==> src/hw/rtl/ease_in_out_arc_length_stepper_assert.svh <==
// assertion macros shared by the stepper rtl
// expects i_clk and i_rst_n in the including module
`ifndef EASE_IN_OUT_ARC_LENGTH_STEPPER_ASSERT_SVH
`define EASE_IN_OUT_ARC_LENGTH_STEPPER_ASSERT_SVH

// same-cycle implication
`define EALS_ASSERT_IMP(label, ante, cons) \
    label: assert property (@(posedge i_clk) disable iff (!i_rst_n) (ante) |-> (cons)) \
        else $error("eals assertion failed");

// next-cycle implication
`define EALS_ASSERT_NXT(label, ante, cons) \
    label: assert property (@(posedge i_clk) disable iff (!i_rst_n) (ante) |=> (cons)) \
        else $error("eals assertion failed");

`endif

==> src/hw/rtl/eals_pkg.sv <==
// shared types and constants of the ease-in-out arc length stepper
// no dependencies
package eals_pkg;

    localparam int FRAC_W      = 16;
    localparam int TABLE_DEPTH = 1024;
    localparam int IDX_W       = $clog2(TABLE_DEPTH);
    localparam int LEN_W       = FRAC_W + 1;
    localparam int DT_W        = FRAC_W;
    localparam int TOTAL_W     = FRAC_W + 8;
    localparam int CFG_IDX_W   = 3;
    localparam int CFG_DATA_W  = 24;
    localparam int USER_W      = 2;
    localparam int IN_DATA_W   = 48;
    localparam int OUT_DATA_W  = 48;
    localparam int PROD_W      = 64;
    localparam int V0_W        = 2 * FRAC_W + 1;
    localparam int DEN_W       = TOTAL_W;
    localparam int REM_W       = DEN_W + 1;
    localparam int DIV_CNT_W   = $clog2(PROD_W) + 1;
    localparam int CRX_W       = LEN_W + 1;

    localparam logic [LEN_W-1:0]     ONE_Q    = {1'b1, {FRAC_W{1'b0}}};
    localparam logic [PROD_W-1:0]    V0_NUM   = 64'd1 << (2 * FRAC_W + 1);
    localparam logic [PROD_W-1:0]    V0_CAP   = 64'd1 << (2 * FRAC_W);
    localparam logic [DIV_CNT_W-1:0] DIV_ITER = DIV_CNT_W'(PROD_W);

    typedef enum logic [CFG_IDX_W-1:0] {
        CFG_ACCEL_END   = 3'd0,
        CFG_DECEL_START = 3'd1,
        CFG_TOTAL_TIME  = 3'd2,
        CFG_MOTION_EN   = 3'd3,
        CFG_LAST_ENTRY  = 3'd4
    } t_cfg_reg;

    typedef enum logic [USER_W-1:0] {
        ITEM_LOAD    = 2'd0,
        ITEM_TICK    = 2'd1,
        ITEM_RESTART = 2'd2
    } t_item_op;

    typedef enum logic [1:0] {
        PH_ACCEL  = 2'd0,
        PH_CRUISE = 2'd1,
        PH_DECEL  = 2'd2,
        PH_DONE   = 2'd3
    } t_phase;

    typedef enum logic [4:0] {
        OP_NONE,
        OP_LOAD,
        OP_RESTART,
        OP_DIV_INC_START,
        OP_DIV_STEP,
        OP_TIME_UPDATE,
        OP_DIV_V0_START,
        OP_V0_TAKE,
        OP_MUL_SQ_START,
        OP_MUL_STEP,
        OP_MUL_V_START,
        OP_DIV_S_START,
        OP_S_CRUISE,
        OP_S_TAKE,
        OP_WALK_INIT,
        OP_WALK_INC,
        OP_OUT_LOAD
    } t_dp_op;

    typedef enum logic [3:0] {
        S_IDLE,
        S_INC_DIV,
        S_V0_START,
        S_V0_DIV,
        S_PREP,
        S_MUL_SQ,
        S_MUL_V,
        S_S_DIV,
        S_WALK_INIT,
        S_WALK_CHK,
        S_WALK_CMP,
        S_DONE
    } t_state;

    typedef struct packed {
        logic   div_done;
        logic   mul_done;
        t_phase phase;
        logic   walk_more;
        logic   entry_lt_s;
    } t_dp_stat;

endpackage

==> src/hw/rtl/eals_ctrl.sv <==
// sequencer of the stepper: handshakes and datapath commands
// depends on eals_pkg and the assertion header
`include "ease_in_out_arc_length_stepper_assert.svh"

module eals_ctrl (
    input  logic                         i_clk,
    input  logic                         i_rst_n,
    input  logic                         i_in_valid,
    output logic                         o_in_ready,
    input  logic [eals_pkg::USER_W-1:0]  i_in_user,
    output logic                         o_out_valid,
    input  logic                         i_out_ready,
    output eals_pkg::t_dp_op             o_op,
    input  eals_pkg::t_dp_stat           i_stat
);
    import eals_pkg::*;

    t_state r_state;
    t_state n_state;
    logic   r_out_valid;
    logic   in_ready;

    assign in_ready    = (r_state == S_IDLE);
    assign o_in_ready  = in_ready;
    assign o_out_valid = r_out_valid;

    always_ff @(posedge i_clk) begin
        if (!i_rst_n) begin
            r_state <= S_IDLE;
        end else begin
            r_state <= n_state;
        end
    end

    always_ff @(posedge i_clk) begin
        if (!i_rst_n) begin
            r_out_valid <= 1'b0;
        end else if (o_op == OP_OUT_LOAD) begin
            r_out_valid <= 1'b1;
        end else if (i_out_ready) begin
            r_out_valid <= 1'b0;
        end
    end

    always_comb begin
        n_state = r_state;
        o_op    = OP_NONE;
        case (r_state)
            S_IDLE: begin
                if (i_in_valid) begin
                    case (i_in_user)
                        ITEM_LOAD: begin
                            o_op = OP_LOAD;
                        end
                        ITEM_TICK: begin
                            o_op    = OP_DIV_INC_START;
                            n_state = S_INC_DIV;
                        end
                        ITEM_RESTART: begin
                            o_op = OP_RESTART;
                        end
                        default: ;
                    endcase
                end
            end
            S_INC_DIV: begin
                if (i_stat.div_done) begin
                    o_op    = OP_TIME_UPDATE;
                    n_state = S_V0_START;
                end else begin
                    o_op = OP_DIV_STEP;
                end
            end
            S_V0_START: begin
                if (i_stat.phase == PH_DONE) begin
                    n_state = S_DONE;
                end else begin
                    o_op    = OP_DIV_V0_START;
                    n_state = S_V0_DIV;
                end
            end
            S_V0_DIV: begin
                if (i_stat.div_done) begin
                    o_op    = OP_V0_TAKE;
                    n_state = S_PREP;
                end else begin
                    o_op = OP_DIV_STEP;
                end
            end
            S_PREP: begin
                if (i_stat.phase == PH_CRUISE) begin
                    o_op    = OP_MUL_V_START;
                    n_state = S_MUL_V;
                end else begin
                    o_op    = OP_MUL_SQ_START;
                    n_state = S_MUL_SQ;
                end
            end
            S_MUL_SQ: begin
                if (i_stat.mul_done) begin
                    o_op    = OP_MUL_V_START;
                    n_state = S_MUL_V;
                end else begin
                    o_op = OP_MUL_STEP;
                end
            end
            S_MUL_V: begin
                if (!i_stat.mul_done) begin
                    o_op = OP_MUL_STEP;
                end else if (i_stat.phase == PH_CRUISE) begin
                    o_op    = OP_S_CRUISE;
                    n_state = S_WALK_INIT;
                end else begin
                    o_op    = OP_DIV_S_START;
                    n_state = S_S_DIV;
                end
            end
            S_S_DIV: begin
                if (i_stat.div_done) begin
                    o_op    = OP_S_TAKE;
                    n_state = S_WALK_INIT;
                end else begin
                    o_op = OP_DIV_STEP;
                end
            end
            S_WALK_INIT: begin
                o_op    = OP_WALK_INIT;
                n_state = S_WALK_CHK;
            end
            S_WALK_CHK: begin
                n_state = i_stat.walk_more ? S_WALK_CMP : S_DONE;
            end
            S_WALK_CMP: begin
                if (i_stat.entry_lt_s) begin
                    o_op    = OP_WALK_INC;
                    n_state = S_WALK_CHK;
                end else begin
                    n_state = S_DONE;
                end
            end
            S_DONE: begin
                if (!r_out_valid || i_out_ready) begin
                    o_op    = OP_OUT_LOAD;
                    n_state = S_IDLE;
                end
            end
            default: begin
                n_state = S_IDLE;
            end
        endcase
    end

    `EALS_ASSERT_NXT(a_tick_starts_div, i_in_valid && in_ready && i_in_user == ITEM_TICK, r_state == S_INC_DIV)
    `EALS_ASSERT_IMP(a_result_from_done, $rose(r_out_valid), $past(r_state) == S_DONE)
    `EALS_ASSERT_IMP(a_no_overwrite, r_out_valid && !i_out_ready, o_op != OP_OUT_LOAD)

endmodule

==> config.mk <==
export PLATFORM = sky130hd
export DESIGN_NAME = eals_ctrl
export DESIGN_NICKNAME = d
export VERILOG_FILES = /design/src/hw/rtl/eals_pkg.sv /design/src/hw/rtl/eals_ctrl.sv
export VERILOG_INCLUDE_DIRS = /design/src /design/src/hw/rtl
export SDC_FILE = /design/constraint.sdc
export NUM_CORES = 1
export LEC_CHECK = 0
export ABC_AREA = 0
export BUFFER_PORTS_ARGS = -buffer_cell sky130_fd_sc_hd__buf_2
export CAP_MARGIN = 20
export CELL_PAD_IN_SITES_DETAIL_PLACEMENT = 1
export CELL_PAD_IN_SITES_GLOBAL_PLACEMENT = 1
export CORE_ASPECT_RATIO = 0.75
export CORE_MARGIN = 5
export CORE_UTILIZATION = 35
export DETAILED_ROUTE_END_ITERATION = 8
export MAX_ROUTING_LAYER = met4
export PLACE_DENSITY_LB_ADDON = 0.25
export REMOVE_ABC_BUFFERS = 1
export SLEW_MARGIN = 30
export SYNTH_ARGS = -nofsm -noshare
export SYNTH_HDL_FRONTEND = slang
export SYNTH_SLANG_ARGS = --single-unit
export TNS_END_PERCENT = 50
==> constraint.sdc <==
create_clock -name i_clk -period 2.34 [get_ports i_clk]
set_input_delay 0.702 -clock i_clk [delete_from_list [all_inputs] [get_ports i_clk]]
set_output_delay 0.702 -clock i_clk [all_outputs]
set_load 0.005 [all_outputs]
==> impl_metrics.toml, run 1 <==
[placed_design]
dp_hpwl_um = 1743
dp_cells = 136
gp_congestion = 0.7629
portBuffers = 18

[yosys]
synthTopCellsByArea = "dfxtp_1, o21ai_0, ha_1"
synth_cell_types = 37
syn_avg_cell_area_um2 = 7.063
synth.top_cell.area_share = 0.1524
yosys_warnings = 0
synthMostInstantiatedCell = "o21ai_0"
synth_ff_type = "dfxtp_1"
syn_area_um2 = 656.9
ys_seq_area_frac = 0.1524
async_reset_ff_frac = 0
synth_common_cells = "o21ai_0, inv_1, nand2_1"
ys_ff_latch = 5
synth_enable_flop_cells = 0
syn_inst = 93
yosys.area.top_type = "dfxtp_1"

[drt]
route.final.wire_length_um = 2398
routedWlPerCell_um = 17.01
ant_nets = 0
drt_first_pass_iters = 4
viasPerCell = 5.752
drc_errors = 0
num_vias = 811
drtIter0Drc = 24

[critical_path]
path_max_fanout = 3
r2r-start = "r_state[0]"
required_ps = 1640
start_kind = "primary input"
path_class = "in2out"
worstReg2RegEnd = "r_state[2]"
arrival_ps = 1630
r2r_slack_ps = 650
endpoint_kind = "output port"
ff2ff_path_depth = 6

[global_routing]
grt_usage = 0.1796
grt_pass1_vias = 774
grt_max_degree = 15
grt_pass1_wl_um = 3608
antenna_found_initial = 0
overflow = 0

[timing]
fin_crit_ps = 2328
report.final.hold_viol_count = 0
setup_viol = 0
holdWs_ps = 644.6
report.final.slew_viol_count = 0
period_share = 0.9950
rsz0062_at_grt = "true"
clock.fmax_mhz = 429.5
fin_setup_tns_ps = 0
tightest_slew_ps = 370.8
fin_worst_skew_ps = 6.035
slew-limit-headroom = 0.7502

[worst_hold_path]
worstHoldStart = "r_state[3]"
min_path_type = "reg2reg"
holdPathStages = 1
min_to = "r_state[2]"

[die]
rows = 13
die_area_um2 = 2852
initial_utilization = 0.3739
die_height_um = 47.52
die_w_um = 60.03
coreArea_um2 = 1757
io_pins = 19

[status]
outcome = "complete, no violations"

[clock_tree]
ctsHoldBuffers = 0
clock_latency_ps = 250
cts_tree = "done"
htreeDepth = 1
cts.clk_slew.worst_paths_ps = 50
cts_buffer_depth = 2
numCtsBuffers = 3
cts.sinks = 5
cts_root_buf = "clkbuf_4"

[power]
pwr_density_cell_nw_per_um2 = 594.0
p_leak_uw = 0.0004001
ir_worst_vdd_uv = 256.1
power_uw = 573.7

[layout]
layout-drive-gt1-share = 0.4286
seq_area_um2 = 107.6
num-nets-final = 135
syn_to_final_growth_pct = 47.05
final_core_util = 0.5499
fillers = 223
multi_input_area_um2 = 556.8
final_cell_count_no_fill = 141
antennaDiodeCount = 0

[run]
maxCapViolations = 0
==> how the worst max path moves through the flow <==
stage / from / endpoint / slack (ps)
3_3_place_gp: i_stat[2] / o_op[1] / -50
2_1_floorplan: i_stat[2] / o_op[2] / 150
5_1_grt: i_stat[0] / o_op[1] / -110
6_report: i_stat[3] / o_op[1] / 10
3_5_place_dp: i_stat[2] / o_op[1] / -100
4_1_cts: i_in_user[1] / o_op[0] / 2
==> area by class of cell <==
type,instances,share of cell area
Sequential cell,5,0.1114
Multi-Input combinational cell,73,0.5764
Timing Repair Buffer,29,0.2202
Tap cell,22,0.02850
Inverter,8,0.03627
Clock buffer,4,0.02720
==> worst max-delay path: stages <==
cell and delay (ps):
buf_8 90, nand2_4 40, o31a_1 280, a31oi_1 230, o221ai_1 130, buf_2 150
==> power breakdown <==
group          internal [µW]  leakage [µW]  total, µW  switching [µW]
Sequential              98.6     0.0000427        134            35.1
Combinational            167      0.000342        335             169
Clock                   64.8     0.0000150        105            39.9
==> cell usage in the layout, fill, tap and decap left out, drive strengths merged <==
cell,n
o211ai,4
a211o,1
nor2,7
ha,3
buf,29
a311oi,1
nor2b,6
nand3,1
a22oi,2
dfxtp,5
inv,8
o31a,1
a21oi,3
o221ai,1
clkbuf,4
and4,1
nor3b,1
a41oi,1
o21a,4
nand2b,1
o221a,1
o41ai,1
nor3,3
o31ai,1
o32a,1
xnor2,1
nand2,8
a31oi,4
nor4,2
or2,1
a21o,1
o32ai,1
o21ai,9
or3,1
==> repair_timing <==
item	in CTS	in global routing
gates resized for setup	6	28
setup buffers	0	1
hold endpoints to repair	0	0
endpoints found under the setup margin	3	4
pin swaps	2	7
==> flip-flops by register name, indices dropped and copies added (netlist names) <==
register and flops:
o_out_valid 1, r_state 4
==> stage by stage <==
| step | cell area, µm² | setup slack, ps |
|---|---|---|
| floorplan | 619.3 | 148.5 |
| global placement | 812.0 | -49.90 |
| detailed placement | 812.0 | -96.79 |
| CTS | 854.6 | 1.672 |
| global route | 965.9 | -112.5 |
| finish | 965.9 | 11.81 |
==> per-layer routing <==
layer	track usage	vias to the layer above	routed length [µm]
met5	-	-	0
met4	0.07965	0	27
met3	0.04313	2	120
met2	0.2672	18	1152
met1	0.2310	394	1098
li1	-	397	-
==> logic make-up (layout without fill, tap and decap cells) <==
logic type | after synthesis | after routing | synth area share
flops | 5 | 5 | 0.1524
fa+ha+maj | 3 | 3 | 0.05715
simple gates | 32 | 32 | 0.2648
buf+inv | 15 | 41 | 0.1028
compound gates | 37 | 37 | 0.4095
xor+xnor | 1 | 1 | 0.01334
(Power assumes the default switching activity.)
==> run 2: changes to the inputs <==
--- a/config.mk
+++ b/config.mk
@@ -17,5 +17,5 @@
 export DETAILED_ROUTE_END_ITERATION = 8
 export MAX_ROUTING_LAYER = met4
-export PLACE_DENSITY_LB_ADDON = 0.25
+export PLACE_DENSITY = 0.73
 export REMOVE_ABC_BUFFERS = 1
 export SLEW_MARGIN = 30
==> constraint.sdc (replaced) <==
create_clock -name i_clk -period 2.34 [get_ports i_clk]
set_input_delay 0.468 -clock i_clk [delete_from_list [all_inputs] [get_ports i_clk]]
set_output_delay 0.468 -clock i_clk [all_outputs]
set_load 0.005 [all_outputs]
==> run 2 against run 1 <==
Net effect:
- maximum frequency rose by 3.5%
- worst hold slack worse by 120 ps
- die area is the same
- final area down 15%
- combinational power fell by 10%
- power shrank 3.2%
- global-route usage grew 0.42 points
- critical endpoint unchanged
- highest routed layer unchanged
==> impl_metrics.toml, run 2 (synthesis gave the netlist of run 1 again) <==
[die]
io_pins = 19
initial_utilization = 0.3739
rows = 13
die_height_um = 47.52
die_w_um = 60.03
coreArea_um2 = 1757
die_area_um2 = 2852

[critical_path]
path_class = "reg2out"
crit_end = "o_op[1]"
required_ps = 1870
start_kind = "flop"
endpoint_kind = "output port"
path_max_fanout = 11
cp-startpoint = "r_state[3]"
r2r_slack_ps = 500
arrival_ps = 1780
worstReg2RegEnd = "r_state[2]"
r2r-start = "r_state[1]"
ff2ff_path_depth = 6

[power]
p_leak_uw = 0.0003499
pwr_density_cell_nw_per_um2 = 673.5
ir_worst_vdd_uv = 265.6
power_uw = 555.3

[global_routing]
overflow = 0
grt_usage = 0.1838
antenna_found_initial = 0
grt_pass1_wl_um = 3795
grt_max_degree = 16
grt_pass1_vias = 784

[layout]
num-nets-final = 131
syn_to_final_growth_pct = 25.52
layout_commonest_cell = "buf_2"
multi_input_area_um2 = 495.5
seq_area_um2 = 102.6
largest_reg_flops = 4
antennaDiodeCount = 0
mostFrequentLayoutCells = "buf_2, o21ai_0, inv_1, nand2_1"
top_register = "r_state"
layout-drive-gt1-share = 0.3217
fillers = 240

[placed_design]
dp_hpwl_um = 1864
portBuffers = 18
gp_congestion = 0.8344

[clock_tree]
cts.clk_slew.worst_paths_ps = 50
cts_buffer_depth = 2
cts_root_buf = "clkbuf_4"
cts.sinks = 5
ctsHoldBuffers = 0
cts_tree = "done"
clock_latency_ps = 270
numCtsBuffers = 3
cts_resized = 0
postCtsSetupBuffers = 0
htreeDepth = 1

[drt]
drt_first_pass_iters = 4
route.final.wire_length_um = 2432
drc_errors = 0
ant_nets = 0
num_vias = 805
routedWlPerCell_um = 17.75
viasPerCell = 5.876
drtIter0Drc = 46

[timing]
rsz0062_at_grt = "false"
period_share = 0.9615
fin_crit_ps = 2250
tightest_slew_ps = 443.0
clock.fmax_mhz = 444.5
report.final.hold_viol_count = 0
fin_worst_skew_ps = 8.015
holdWs_ps = 519.7
setup_viol = 0
report.final.slew_viol_count = 0
slew-limit-headroom = 0.7043
fin_setup_tns_ps = 0

[worst_hold_path]
min_path_type = "in2reg"

[run]
maxCapViolations = 0

[status]
outcome = "complete, no violations"
[run 2: cell type report]
type / instances / share of cell area
flip-flops and latches: 5 / 0.1244
clock buffers: 4 / 0.03187
inverters: 8 / 0.03642
repair buffers: 25 / 0.1730
well taps: 22 / 0.03338
multi-input cells: 73 / 0.6009
[run 2: worst min-delay path by stage]
stage | cells past startpoint | slack [ps] | endpoint | from
finish | 2 | 520 | r_state[3] | i_rst_n
global route | 2 | 510 | r_state[3] | i_rst_n
CTS | 2 | 520 | r_state[3] | i_rst_n
detailed placement | 2 | 680 | o_out_valid | o_out_valid
global placement | 2 | 670 | o_out_valid | o_out_valid
floorplan | 1 | 590 | r_state[3] | i_rst_n
[run 2: routing by layer]
layer / up-vias / global-route usage / part of all wire / wire (µm)
li1: 392 / - / - / -
met1: 381 / 0.2393 / 0.46 / 1115
met2: 26 / 0.3039 / 0.46 / 1125
met3: 6 / 0.02965 / 0.060 / 147
met4: 0 / 0.03540 / 0.018 / 44
met5: - / - / 0 / 0
[run 2: worst max-delay path, stage by stage (launching register included)]
cell and delay (ps):
dfxtp_1 520, buf_4 250, o21ai_0 100, o31a_1 110, a31oi_1 220, o221ai_1 160
buf_2 150
[run 2: where the power goes]
part | internal, µW | total, µW | switching [µW]
Combinational | 148 | 301 | 153
Clock | 65.4 | 115 | 49.7
Sequential | 98.8 | 140 | 40.8
[run 2: per-stage QoR]
stage,setup slack (ps),instance area (µm²),cells,util
floorplan,479.4,619.3,86,-
global placement,418.5,789.5,133,0.4494
detailed placement,339.9,789.5,133,0.4494
CTS,102.9,815.8,137,0.4644
global route,2.102,824.5,137,0.4694
finish,90.12,824.5,137,0.4694
==> run 3: changes to the inputs <==
==> constraint.sdc (replaced) <==
create_clock -name i_clk -period 2.34 [get_ports i_clk]
set_input_delay 0.351 -clock i_clk [delete_from_list [all_inputs] [get_ports i_clk]]
set_output_delay 0.351 -clock i_clk [all_outputs]
set_load 0.005 [all_outputs]
==> run 3 against run 2 <==
Net effect:
- worst hold slack got worse by 120 ps
- register-to-register slack gained 30 ps
- sequential power hardly changed
- final area decreased by 4.7%
- global-route usage is 1.5 points lower
- maximum frequency rose by 6.1%
- die area is the same
==> impl_metrics.toml, run 3 (synthesis gave the netlist of run 1 again) <==
[layout]
layout_commonest_cell = "buf_2"
syn_to_final_growth_pct = 19.62
final_cell_count_no_fill = 133
layout-drive-gt1-share = 0.2703
antennaDiodeCount = 0
mostFrequentLayoutCells = "buf_2, o21ai_0, inv_1, nand2_1, nor2_1"
top_register = "r_state"
finalInstanceArea_um2 = 785.8
fillers = 247
num-nets-final = 127
largest_reg_flops = 4

[run]
maxCapViolations = 0

[clock_tree]
cts.sinks = 5
cts_tree = "done"
htreeDepth = 1
postCtsSetupBuffers = 0
cts_root_buf = "clkbuf_4"
cts.clk_slew.worst_paths_ps = 40
numCtsBuffers = 3
cts_buffer_depth = 2
ctsHoldBuffers = 0
cts_resized = 0
clock_latency_ps = 250

[drt]
num_vias = 749
drtIter0Drc = 23
viasPerCell = 5.632
drc_errors = 0
ant_nets = 0
routedWlPerCell_um = 15.38
route.final.wire_length_um = 2046
drt_first_pass_iters = 4

[power]
p_leak_uw = 0.0003264
power_uw = 509.0
pwr_density_cell_nw_per_um2 = 647.8
p_comb_frac = 0.512
power.internal_uw = 291.2
swShare = 0.4280
p_clk_frac = 0.208
ir_worst_vdd_uv = 293.7
p_sw_uw = 217.8
seqPwrFrac = 0.280

[timing]
report.final.slew_viol_count = 0
slew-limit-headroom = 0.6442
finalWorstSetupSlack_ps = 219.7
tightest_slew_ps = 533.0
fin_worst_skew_ps = 3.591
setup_viol = 0
fin_setup_tns_ps = 0
clock.fmax_mhz = 471.6
rsz0062_at_grt = "false"
period_share = 0.9061
fin_crit_ps = 2120
report.final.hold_viol_count = 0

[global_routing]
grt_pass1_vias = 741
grt_max_degree = 23
antenna_found_initial = 0
grt_usage = 0.1691
grt_pass1_wl_um = 3429
overflow = 0

[worst_hold_path]
min_path_type = "in2reg"
worstHoldStart = "i_rst_n"
min_to = "r_state[3]"
holdPathStages = 2

[placed_design]
dp_hpwl_um = 1581
portBuffers = 18
dp_slack_ps = 442.8
gp_congestion = 0.7691
dpl-instance-area_um2 = 759.5
dp_cells = 129

[die]
rows = 13
initial_utilization = 0.3739
coreArea_um2 = 1757
die_w_um = 60.03
die_height_um = 47.52
die_area_um2 = 2852
io_pins = 19

[critical_path]
path_class = "reg2out"
ff2ff_path_depth = 5
endpoint_kind = "output port"
worstReg2RegEnd = "r_state[2]"
r2r-start = "r_state[1]"
path_max_fanout = 16
required_ps = 1990
arrival_ps = 1770
start_kind = "flop"
r2r_slack_ps = 530

[status]
outcome = "complete, no violations"
==> run 3: cell types whose count changed in the layout (fill, tap and decap cells not counted), sizes merged <==
cell | before | now
buf | 25 | 21
==> run 3: through the flow <==
step	utilization	hold slack (ps)
finish	0.4473	403.7
global route	0.4473	406.3
CTS	0.4473	399.1
detailed placement	0.4323	666.0
global placement	0.4323	663.3
floorplan	-	468.5
==> run 3: power by group through the flow <==
stage | Clock [µW] | Sequential, µW | Combinational [µW]
after floorplan | 0 | 131 | 167
after global placement | 0 | 141 | 257
after detailed placement | 0 | 144 | 259
after CTS | 111 | 141 | 261
after global routing | 117 | 146 | 294
final | 106 | 143 | 260
==> run 3: per-layer routing <==
metal  global-route usage  wire (µm)  up-vias  share of wire
met4              0.06637         11        0         0.0054
met1               0.2175       1003      345           0.49
met3              0.04852        134        3          0.065
li1                     -          -      381              -
met5                    -          0        -              0
met2               0.2500        896       20           0.44
==> run 3: critical path, cell delays in order (launching register included) <==
cell and delay [ps]:
dfxtp_1 650, nand2_1 200, nor3b_1 240, a41oi_1 70, o221ai_1 210, buf_2 150
==> run 3: area by class of cell <==
type                    count  area (µm²)  share of cell area
clock buffers               4       26.28             0.03344
inverters                   8       30.03             0.03822
multi-input cells          73       489.2              0.6226
flip-flops and latches      5       100.1              0.1274
well taps                  22       27.53             0.03503
repair buffers             21       112.6              0.1433
==> run 3: worst max-delay path by stage <==
stage | start | slack (ps) | end
2_1_floorplan | r_state[0] | 600 | o_op[0]
3_3_place_gp | i_stat[2] | 450 | o_op[2]
3_5_place_dp | i_stat[2] | 440 | o_op[2]
4_1_cts | r_state[1] | 220 | o_op[1]
5_1_grt | r_state[3] | 80 | o_op[1]
6_report | r_state[1] | 220 | o_op[1]
